==> src/pee_pkg.sv <==
// Shared types and constants of the precedence expression evaluator.
package pee_pkg;

    localparam logic [2:0] OP_ADD = 3'd0;
    localparam logic [2:0] OP_SUB = 3'd1;
    localparam logic [2:0] OP_MUL = 3'd2;
    localparam logic [2:0] OP_DIV = 3'd3;

    localparam logic signed [31:0] SAT_MAX = 32'sh7fff_ffff;
    localparam logic signed [31:0] SAT_MIN = 32'sh8000_0000;

    typedef enum logic [1:0] {
        TERM_LOAD,
        TERM_MUL,
        TERM_DIV
    } t_term_op;

    typedef struct packed {
        logic load_item;
        logic term_load;
        logic mul_start;
        logic mul_fin;
        logic div_zero;
        logic div_start;
        logic div_step;
        logic div_fin;
        logic set_mul;
        logic set_div;
        logic fold_sum;
        logic emit;
    } t_cmd;

    typedef struct packed {
        t_term_op   pend;
        logic [2:0] op;
        logic       x_zero;
        logic       div_last;
        logic       out_free;
    } t_status;

endpackage

==> src/precedence_expression_evaluator_core.sv <==
// Evaluates + - * / expressions over signed fixed-point operands (FRAC_BITS fraction
// bits, 32 bits wide) with multiplicative operators binding first, left to right at
// both levels. Each input item carries one operand and the operator that follows it;
// an item whose operator is end (codes 4 to 7) yields one result with sticky overflow
// and divide-by-zero flags, and clears the expression. Steps saturate to 32 bits.
// An item's operand is loaded as the term, multiplied into it, or divided into it by the
// bit-serial divider, which produces one quotient bit per cycle over 32 + FRAC_BITS bits;
// a division by zero skips the divider, clears the term and sets the divide-by-zero flag.
// One item is in work at a time; a finished result waits in its output register while
// the next items are taken.
module precedence_expression_evaluator_core #(
    parameter int FRAC_BITS = 16
) (
    input  logic               i_clk,
    input  logic               i_rst_n,
    input  logic               i_in_valid,
    output logic               o_in_ready,
    input  logic signed [31:0] i_operand_value,
    input  logic [2:0]         i_op_code,
    output logic               o_out_valid,
    input  logic               i_out_ready,
    output logic signed [31:0] o_result_value,
    output logic               o_overflow_flag,
    output logic               o_div_zero_flag
);

    pee_pkg::t_cmd    cmd;
    pee_pkg::t_status status;

    pee_ctrl u_ctrl (
        .i_clk      (i_clk),
        .i_rst_n    (i_rst_n),
        .i_in_valid (i_in_valid),
        .o_in_ready (o_in_ready),
        .i_status   (status),
        .o_cmd      (cmd)
    );

    pee_dp #(
        .FRAC_BITS (FRAC_BITS)
    ) u_dp (
        .i_clk           (i_clk),
        .i_rst_n         (i_rst_n),
        .i_cmd           (cmd),
        .o_status        (status),
        .i_operand_value (i_operand_value),
        .i_op_code       (i_op_code),
        .i_out_ready     (i_out_ready),
        .o_out_valid     (o_out_valid),
        .o_result_value  (o_result_value),
        .o_overflow_flag (o_overflow_flag),
        .o_div_zero_flag (o_div_zero_flag)
    );

endmodule

==> src/pee_ctrl.sv <==
// Sequencer that steps each item through the fold of operand and term.
module pee_ctrl (
    input  logic              i_clk,
    input  logic              i_rst_n,
    input  logic              i_in_valid,
    output logic              o_in_ready,
    input  pee_pkg::t_status  i_status,
    output pee_pkg::t_cmd     o_cmd
);

    typedef enum logic [2:0] {
        S_IDLE,
        S_FOLD,
        S_MULF,
        S_DIV,
        S_DIVF,
        S_TERM
    } t_state;

    t_state r_state;
    t_state n_state;

    assign o_in_ready = (r_state == S_IDLE);

    always_comb begin
        n_state = r_state;
        o_cmd   = '0;
        unique case (r_state)
            S_IDLE: begin
                if (i_in_valid) begin
                    o_cmd.load_item = 1'b1;
                    n_state         = S_FOLD;
                end
            end
            S_FOLD: begin
                unique case (i_status.pend)
                    pee_pkg::TERM_MUL: begin
                        o_cmd.mul_start = 1'b1;
                        n_state         = S_MULF;
                    end
                    pee_pkg::TERM_DIV: begin
                        if (i_status.x_zero) begin
                            o_cmd.div_zero = 1'b1;
                            n_state        = S_TERM;
                        end else begin
                            o_cmd.div_start = 1'b1;
                            n_state         = S_DIV;
                        end
                    end
                    default: begin
                        o_cmd.term_load = 1'b1;
                        n_state         = S_TERM;
                    end
                endcase
            end
            S_MULF: begin
                o_cmd.mul_fin = 1'b1;
                n_state       = S_TERM;
            end
            S_DIV: begin
                o_cmd.div_step = 1'b1;
                if (i_status.div_last) begin
                    n_state = S_DIVF;
                end
            end
            S_DIVF: begin
                o_cmd.div_fin = 1'b1;
                n_state       = S_TERM;
            end
            S_TERM: begin
                unique case (i_status.op) inside
                    pee_pkg::OP_ADD, pee_pkg::OP_SUB: begin
                        o_cmd.fold_sum = 1'b1;
                        n_state        = S_IDLE;
                    end
                    pee_pkg::OP_MUL: begin
                        o_cmd.set_mul = 1'b1;
                        n_state       = S_IDLE;
                    end
                    pee_pkg::OP_DIV: begin
                        o_cmd.set_div = 1'b1;
                        n_state       = S_IDLE;
                    end
                    default: begin
                        // end of expression: hold until the result register is free
                        if (i_status.out_free) begin
                            o_cmd.emit = 1'b1;
                            n_state    = S_IDLE;
                        end
                    end
                endcase
            end
            default: n_state = S_IDLE;
        endcase
    end

    always_ff @(posedge i_clk) begin
        if (!i_rst_n) begin
            r_state <= S_IDLE;
        end else begin
            r_state <= n_state;
        end
    end

endmodule

==> src/pee_dp.sv <==
// Datapath: expression state, multiplier, bit-serial divider, adder, result register.
module pee_dp #(
    parameter int FRAC_BITS = 16
) (
    input  logic                i_clk,
    input  logic                i_rst_n,
    input  pee_pkg::t_cmd       i_cmd,
    output pee_pkg::t_status    o_status,
    input  logic signed [31:0]  i_operand_value,
    input  logic [2:0]          i_op_code,
    input  logic                i_out_ready,
    output logic                o_out_valid,
    output logic signed [31:0]  o_result_value,
    output logic                o_overflow_flag,
    output logic                o_div_zero_flag
);

    localparam int DivW = 32 + FRAC_BITS;
    localparam int CntW = $clog2(DivW);

    // expression state
    logic signed [31:0] r_sum;
    logic               r_sign;
    logic signed [31:0] r_term;
    pee_pkg::t_term_op  r_pend;
    logic               r_ovf;
    logic               r_dz;

    // item and work registers
    logic signed [31:0] r_x;
    logic [2:0]         r_op;
    logic signed [63:0] r_prod;
    logic [DivW-1:0]    r_dq;
    logic [31:0]        r_dvs;
    logic [31:0]        r_rem;
    logic               r_neg;
    logic [CntW-1:0]    r_cnt;

    // result register
    logic               r_out_valid;
    logic signed [31:0] r_res;
    logic               r_res_ovf;
    logic               r_res_dz;

    logic [31:0]        mag_term;
    logic [31:0]        mag_x;
    logic signed [63:0] prod_sh;
    logic               mul_ovf;
    logic signed [31:0] mul_val;
    logic [32:0]        trial;
    logic [32:0]        diff;
    logic               qbit;
    logic               div_ovf;
    logic signed [31:0] div_val;
    logic signed [32:0] sum_wide;
    logic               sum_ovf;
    logic signed [31:0] sum_val;

    assign mag_term = r_term[31] ? unsigned'(-r_term) : unsigned'(r_term);
    assign mag_x    = r_x[31] ? unsigned'(-r_x) : unsigned'(r_x);

    // product scaled back by an arithmetic shift, which rounds toward minus infinity
    assign prod_sh = r_prod >>> FRAC_BITS;
    assign mul_ovf = !((&prod_sh[63:31]) || !(|prod_sh[63:31]));
    assign mul_val = mul_ovf ? (prod_sh[63] ? pee_pkg::SAT_MIN : pee_pkg::SAT_MAX)
                             : prod_sh[31:0];

    // restoring division, one quotient bit per cycle
    assign trial = {r_rem, r_dq[DivW-1]};
    assign diff  = trial - {1'b0, r_dvs};
    assign qbit  = !diff[32];

    always_comb begin
        if (r_neg) begin
            div_ovf = (|r_dq[DivW-1:32]) || (r_dq[31] && (|r_dq[30:0]));
            div_val = div_ovf ? pee_pkg::SAT_MIN : signed'(-r_dq[31:0]);
        end else begin
            div_ovf = |r_dq[DivW-1:31];
            div_val = div_ovf ? pee_pkg::SAT_MAX : signed'(r_dq[31:0]);
        end
    end

    assign sum_wide = r_sign ? (33'(r_sum) - 33'(r_term)) : (33'(r_sum) + 33'(r_term));
    assign sum_ovf  = sum_wide[32] != sum_wide[31];
    assign sum_val  = sum_ovf ? (sum_wide[32] ? pee_pkg::SAT_MIN : pee_pkg::SAT_MAX)
                              : sum_wide[31:0];

    always_comb begin
        o_status.pend     = r_pend;
        o_status.op       = r_op;
        o_status.x_zero   = (r_x == 32'sd0);
        o_status.div_last = (r_cnt == CntW'(DivW - 1));
        o_status.out_free = !r_out_valid || i_out_ready;
    end

    always_ff @(posedge i_clk) begin
        if (!i_rst_n) begin
            r_sum       <= '0;
            r_sign      <= 1'b0;
            r_term      <= '0;
            r_pend      <= pee_pkg::TERM_LOAD;
            r_ovf       <= 1'b0;
            r_dz        <= 1'b0;
            r_cnt       <= '0;
            r_out_valid <= 1'b0;
        end else begin
            if (i_cmd.term_load) begin
                r_term <= r_x;
            end
            if (i_cmd.mul_fin) begin
                r_term <= mul_val;
                r_ovf  <= r_ovf | mul_ovf;
            end
            if (i_cmd.div_zero) begin
                r_term <= '0;
                r_dz   <= 1'b1;
            end
            if (i_cmd.div_start) begin
                r_cnt <= '0;
            end
            if (i_cmd.div_step) begin
                r_cnt <= r_cnt + 1'b1;
            end
            if (i_cmd.div_fin) begin
                r_term <= div_val;
                r_ovf  <= r_ovf | div_ovf;
            end
            if (i_cmd.set_mul) begin
                r_pend <= pee_pkg::TERM_MUL;
            end
            if (i_cmd.set_div) begin
                r_pend <= pee_pkg::TERM_DIV;
            end
            if (i_cmd.fold_sum) begin
                r_sum  <= sum_val;
                r_ovf  <= r_ovf | sum_ovf;
                r_sign <= (r_op == pee_pkg::OP_SUB);
                r_pend <= pee_pkg::TERM_LOAD;
                r_term <= '0;
            end
            // drop all expression state once the result is captured
            if (i_cmd.emit) begin
                r_sum  <= '0;
                r_sign <= 1'b0;
                r_term <= '0;
                r_pend <= pee_pkg::TERM_LOAD;
                r_ovf  <= 1'b0;
                r_dz   <= 1'b0;
            end
            if (i_cmd.emit) begin
                r_out_valid <= 1'b1;
            end else if (i_out_ready) begin
                r_out_valid <= 1'b0;
            end
        end
    end

    always_ff @(posedge i_clk) begin
        if (i_cmd.load_item) begin
            r_x  <= i_operand_value;
            r_op <= i_op_code;
        end
        if (i_cmd.mul_start) begin
            r_prod <= r_term * r_x;
        end
        if (i_cmd.div_start) begin
            r_dq  <= {mag_term, {FRAC_BITS{1'b0}}};
            r_dvs <= mag_x;
            r_rem <= '0;
            r_neg <= r_term[31] ^ r_x[31];
        end
        if (i_cmd.div_step) begin
            r_rem <= qbit ? diff[31:0] : trial[31:0];
            r_dq  <= {r_dq[DivW-2:0], qbit};
        end
        if (i_cmd.emit) begin
            r_res     <= sum_val;
            r_res_ovf <= r_ovf | sum_ovf;
            r_res_dz  <= r_dz;
        end
    end

    assign o_out_valid     = r_out_valid;
    assign o_result_value  = r_res;
    assign o_overflow_flag = r_res_ovf;
    assign o_div_zero_flag = r_res_dz;

endmodule

==> config.mk <==
export PLATFORM = sky130hd
export DESIGN_NAME = precedence_expression_evaluator_core
export DESIGN_NICKNAME = d
export VERILOG_FILES = /design/src/pee_pkg.sv /design/src/precedence_expression_evaluator_core.sv /design/src/pee_ctrl.sv /design/src/pee_dp.sv
export SDC_FILE = /design/constraint.sdc
export NUM_CORES = 2
export LEC_CHECK = 0
export BUFFER_PORTS_ARGS = -buffer_cell sky130_fd_sc_hd__buf_4
export CORE_ASPECT_RATIO = 0.5
export CORE_UTILIZATION = 30
export CTS_CLUSTER_DIAMETER = 150
export DETAILED_ROUTE_END_ITERATION = 8
export GPL_ROUTABILITY_DRIVEN = 1
export SETUP_SLACK_MARGIN = 0.15
export SYNTH_ARGS = -nofsm -noshare
export SYNTH_HDL_FRONTEND = slang
export SYNTH_SLANG_ARGS = --single-unit
==> constraint.sdc <==
create_clock -name i_clk -period 8 [get_ports i_clk]
set_input_delay 1.6 -clock i_clk [delete_from_list [all_inputs] [get_ports i_clk]]
set_output_delay 1.6 -clock i_clk [all_outputs]
set_load 0.02 [all_outputs]
# Yosys cells after proc, flatten, opt, wreduce, memory -nomap -nowiden

Index checks and enable logic that the tools add are counted.

Latch bits: 0
Memories: 0
Input port bits: 39
Word-level logic and storage cells: 132
Bits in read-only memories: 0
Register bits: 325
RAM bits: 0

Multiplexer cells: 54
Shift operators: 0
Bitwise logic cells: 5
Multipliers: 1
Reduce and logical (&&, ||, !) cells: 29
Add/sub/neg operators: 7
Div/mod/pow operators: 0
Order comparisons: 0
Equal/unequal tests: 15

Operators with widths:

| cell                                                                   | count |
|---|---|
| 32-bit 2-to-1 mux                                                      | 15 |
| 48-bit 2-to-1 mux                                                      | 2 |
| 32-bit negator                                                         | 3 |
| 32-bit by 32-bit multiplier with 64-bit output                         | 1 |
| 17-bit OR reduction                                                    | 2 |
| 32-bit by 32-bit adder with 33-bit output                              | 1 |
| 33-bit 2-to-1 mux                                                      | 1 |
| 32-bit by 32-bit subtractor with 33-bit output                         | 1 |
| 33-bit by 32-bit subtractor with 33-bit output                         | 1 |
| 32-bit zero test                                                       | 1 |
| 31-bit 2-to-1 mux                                                      | 1 |
| 31-bit OR reduction                                                    | 1 |
| 1-bit 2-to-1 mux                                                       | 20 |
| 17-bit AND reduction                                                   | 1 |
| 16-bit OR reduction                                                    | 1 |
| 3-bit 2-to-1 mux                                                       | 5 |
| 3-bit one-hot mux with 5 select lines                                  | 1 |
| 3-bit by 2-bit equality test with 1-bit output (second input constant) | 4 |
| 6-bit 2-to-1 mux                                                       | 2 |
| 2-bit 2-to-1 mux                                                       | 5 |
| 2-bit OR reduction                                                     | 4 |
| 4-bit OR reduction                                                     | 2 |
| 6-bit by 1-bit adder with 6-bit output (second input constant)         | 1 |
| 3-bit by 1-bit equality test with 1-bit output (second input constant) | 2 |
| 21 further kinds                                                       | 33 |

# Longest topological paths before layout

Word-level depth: 8
Gate-level depth with buffers: 32
Gate-level depth less buffers: 27

# Modules after synthesis

Synthesis repeated with hierarchy kept, for this count alone.

Cells, all modules: 5836
Area total of the unflattened synthesis: 54235.8 um^2

By module, submodules not included:

| module   | sequential area each (um^2) | cells each | instances | area an instance (um^2) |
|---|---|---|---|---|
| pee_dp   | 8428.1                      | 5786       | 1         | 53851.6 |
| pee_ctrl | 60.1                        | 50         | 1         | 384.1 |

# Worst setup path before layout

No wires, ideal clock.

Kind: register -> register
Start point: register u_dp.r_term[31]
End point: register u_dp.r_prod[63], data pin
Data required time: 7.738 ns
Path buffers: 4
Cell stages (with the launch flop): 31
Setup slack: -0.621 ns
Data arrival time: 8.359 ns
Path through: dfxtp_1 clkbuf_1 clkbuf_1 clkbuf_1 clkbuf_1 nand2_1 inv_1 fa_1 fa_1 inv_1 fa_1 inv_1 fa_1 inv_1 fa_1 inv_1 fa_1 inv_1 fa_1 inv_1 fa_1 ha_1 a21o_1 a21o_1 a21o_1 o21a_1 o21ai_0 a21oi_1 a2111oi_0 o31ai_1 xnor2_1

Longest elaborated chain between the ends: 1

Ends and longest elaborated chain:

| item                                           | line          | RTL |
|---|---|---|
| from (decl)                                    | pee_dp.sv:24  | `logic signed [31:0] r_term;` |
| from (signal assigned)                         | pee_dp.sv:108 | `r_term <= r_x;` |
| from (signal assigned)                         | pee_dp.sv:111 | `r_term <= mul_val;` |
| from (signal assigned)                         | pee_dp.sv:125 | `r_term <= div_val;` |
| 32-bit by 32-bit multiplier with 64-bit output | pee_dp.sv:164 | `r_prod <= r_term * r_x;` |
| to (signal assigned)                           | pee_dp.sv:164 |  |
| to (decl)                                      | pee_dp.sv:32  | `logic signed [63:0] r_prod;` |

No other way between the ends.
A chain may end at the register's enable or synchronous reset.

# Final worst setup path

Start point: register u_dp.r_x[5]
End point: register u_dp.r_prod[63], data pin

Longest elaborated chain between the ends: 1

Ends and longest elaborated chain:

| item                                           | line          | RTL |
|---|---|---|
| from (decl)                                    | pee_dp.sv:30  | `logic signed [31:0] r_x;` |
| from (signal assigned)                         | pee_dp.sv:160 | `r_x <= i_operand_value;` |
| 32-bit by 32-bit multiplier with 64-bit output | pee_dp.sv:164 |  |

No other way between the ends.

==> results <==
- For this run, the post-layout net count is 7240.
- Summed over all failing endpoints, the final setup total negative slack is 0 ns.
- Setup violations remaining at the end of the flow were counted as 0.
- The setup slack at placement is -0.208 ns.
- The share of flip-flops with an asynchronous set or reset is 0.
- In this run the count of I/O pins placed on the die edge is 75.
- The area overhead of the layout relative to synthesis is 14.7%.
- The path class of the tightest hold or removal check is register to register.
- A synthesized cell averages 9.39 um^2.
- The global-route usage over all layers is 0.169.
- The peak fanout along the critical path is 7.
- After detailed routing, the number of remaining DRC violations is 5.
- The non-filler instance count after layout is 8282.
- The count of routing violations after the opening detailed-route iteration is 2804.
- The arrival time at the worst endpoint is ~8 ns.
- The total number of H-tree levels is 2.
- In this run the remaining antenna-violating nets after routing total 0.
- After global routing the overflow that remains totals 0.
- The multi-input combinational cells in the finished layout cover a total of 40600 um^2.
- The dominant synthesized flop cell is edfxtp_1.
- The post-synthesis cell type with the largest combined area is fa_1.
- Synthesis produced a netlist with a net count of 7094.
- Synthesis instantiated 81 different standard cells from the library.
- The total count of hold-check failures in the final report is 0.
- The die is 600 um wide.
- The most numerous cell in the Yosys netlist is fa_1.
- The standard-cell row count is 109.
- In the final routed layout, each cell accounts on average for 18.4 um.
- The kind of critical path is register to register.
- The transition time at the pin with the least slew margin is 1.06 ns.
- The clock sink count is 309.
- The HPWL after detailed placement is 124 mm.
- The run finished, with violations left.
- Buffers inserted during clock tree synthesis total 38.
- The clock period could shrink to 7.74 ns.
- The share of the Yosys chip area taken by registers is 0.158.
- The share of final-layout standard cells stronger than drive strength 1 is 0.116.
- Derived from the worst setup path, the maximum achievable clock frequency is 129 MHz.
- In the synthesized netlist, the number of instances is 5720.
- The netlist area before placement is around 54000 um^2.
- The launch instance of the worst min-delay path is u_dp.r_sum[26].
- Wires add up to 152 mm.
- The startpoint identified for the worst register-to-register timing path is u_dp.r_x[5].
- Across the run, the number of max-cap violations was 0.
- The wire length of the first global-routing pass is 239 mm.
- The number of buffers on the longest clock path is 3.
- The clock-pin slew on the worst setup and hold paths is ~0.070 ns.
- The final number of max-transition violations is 0.
- The die height is 301 um.
- The clock skew is 0.0434 ns.
- The initial cell density of the core is 0.303.
- The total number of vias is 39.6k.
- Setup slack on the critical path of the routed design comes to 0.264 ns.
- Of the available clock period, the critical path in the final layout requires 0.967.
- The final reports fail on DRC.
- The stage delay of the slowest cell on the critical path is 0.61 ns.
- In this run the clock root is driven by a clkbuf_16.
- The pin count of the biggest net entering global routing is 82.
- After filler insertion, the fill cell instance count of the layout stands at 18.1k.
- The number of global-route vias before repair is 40.8k.
- The clock tree from TritonCTS is yes.
- The number of detailed-route iterations in the first pass is 7.
- In this run, placement finished with an instance count of ~8.2k.
- The worst setup path is captured at a register.
- Data on the critical path is required at its endpoint by 8.30 ns.
- The post-detailed-route via-to-cell ratio is 4.78.
- The number of enable-type register cells in the synthesized netlist is 230.
- After synthesis, the most frequently instantiated cells are 1083 x fa_1, 1056 x inv_1, 684 x nand2_1, 526 x and2_1, 309 x clkbuf_1.
- The number of antenna violations at the first check in global routing is 5.
- Sorting the synthesized cells by area gives the leading types as fa_1 40%, edfxtp_1 13%, inv_1 7.4%, and2_1 6.1%, ha_1 5.9%.
- The placer's final routability congestion estimate is 0.905.
- Clock latency on the worst-skew pair, taken at its later pin, is 0.60 ns.
- The area occupied by registers is 8510 um^2.
- The register-to-register setup slack is 0.26 ns.
- The antenna diode count is 0.
- The cell at the slowest stage of the critical path is fa_2.
- The die area is 181000 um^2.
- Setup repair after global routing could not meet its margin everywhere.
- The critical path starts at u_dp.r_x[5].
- After floorplanning, the core was sized to cover 177000 um^2.
- For this run, the number of Yosys warnings is 0.
- The share of Yosys cell area claimed by the top area cell type is 0.404.
- The count of buffers added on input and output ports is 74.
- The final design utilization is 0.348.
- In this run the tightest slew margin relative to its limit is 0.275.
- STA classifies the critical path startpoint as a register.
- The count of state elements after synthesis is 309.
- Among the stages of the critical path, the cell type that occurs most often is fa_2.
registers in the layout (all words and copies together) (netlist names):
name,count
u_dp.r_dq,48
u_dp.r_prod,48
u_dp.o_result_value,32
u_dp.r_dvs,32
u_dp.r_rem,32
u_dp.r_sum,32
u_dp.r_term,32
u_dp.r_x,32
u_dp.r_cnt,6
u_ctrl.r_state,3
u_dp.r_op,3
u_dp.r_pend,2
u_dp.o_div_zero_flag,1
u_dp.o_out_valid,1
u_dp.o_overflow_flag,1
u_dp.r_dz,1
u_dp.r_neg,1
u_dp.r_ovf,1
u_dp.r_sign,1
routing by layer:
layer / wire [um] / global-route usage / vias to the layer above
met1: 68500 / 0.238 / 20328
met3: 10900 / 0.0319 / 208
li1: - / - / 17918
met2: 69300 / 0.270 / 1136
met5: 32 / 0 / -
met4: 3550 / 0.0359 / 6
critical path, delay by kind of cell, from the launching register on:
family / cells / cell delay (ns)
adder cells (fa/ha/maj): 9 / 4.38
AND/OR/NAND/NOR: 1 / 0.07
flip-flops: 1 / 0.48
AO/OA/AOI/OAI: 8 / 1.30
buffers and inverters: 11 / 1.11
XOR/XNOR: 1 / 0.12
cell type report:
class,instances,share of cell area
flip-flops and latches,309,0.138
multi-input cells,4014,0.659
clock inverters,20,0.00489
repair buffers,447,0.0675
clock buffers,50,0.0172
inverters,1056,0.0645
well taps,2386,0.0484
cell usage in the layout (no fill, tap or decap), types with 33 or more instances in the layout:
cell type	instances
edfxtp_1	230
dfxtp_1	69
xor2_1	62
ha_1	235
o21ai_0	160
nand2b_1	37
nor2b_1	56
and2_1	519
a21o_1	59
inv_1	1040
fa_1	1050
xnor2_1	139
clkbuf_16	45
buf_12	52
nand2_1	678
buf_4	374
nor3_1	45
a21oi_1	173
nor2_1	257
fa_2	33
cell families after synthesis:
| logic type | count (synthesis) | synth area share |
|---|---|---|
| AND/OR/NAND/NOR | 1777 | 0.163 |
| XOR/XNOR | 203 | 0.0332 |
| AO/OA/AOI/OAI | 651 | 0.0761 |
| flip-flops | 309 | 0.158 |
| buffers and inverters | 1397 | 0.0983 |
| multiplexers | 28 | 0.00524 |
| adder cells (fa/ha/maj) | 1355 | 0.466 |
metrics by stage:
| step | cell area [um^2] | hold slack (ns) |
|---|---|---|
| after global routing | 61600 | 0.476 |
| after detailed placement | 59300 | 0.447 |
| final | 61600 | 0.454 |
| after floorplan | 53800 | 0.408 |
| after global placement | 59300 | 0.442 |
| after CTS | 60700 | 0.456 |
repair_timing:
item / 4_1_cts / 5_1_grt
resized for setup: 24 / 143
setup endpoints to repair: 19 / 20
pin swaps: 6 / 83
endpoints found under the hold margin: 0 / 0
cloned: 0 / 5
buffers inserted: 4 / 26
hold buffers: 0 / 0
path summary, 6_finish.rpt:
kind,to,cells past startpoint
min reg2reg,u_dp.r_sum[26],2
max reg2reg,u_dp.r_prod[63],30
min,u_dp.r_sum[26],2
max,u_dp.r_prod[63],30
Power is left out: the tool's default activity adds up to more than one toggle a clock period on the data nets, which glitch-free logic cannot reach.
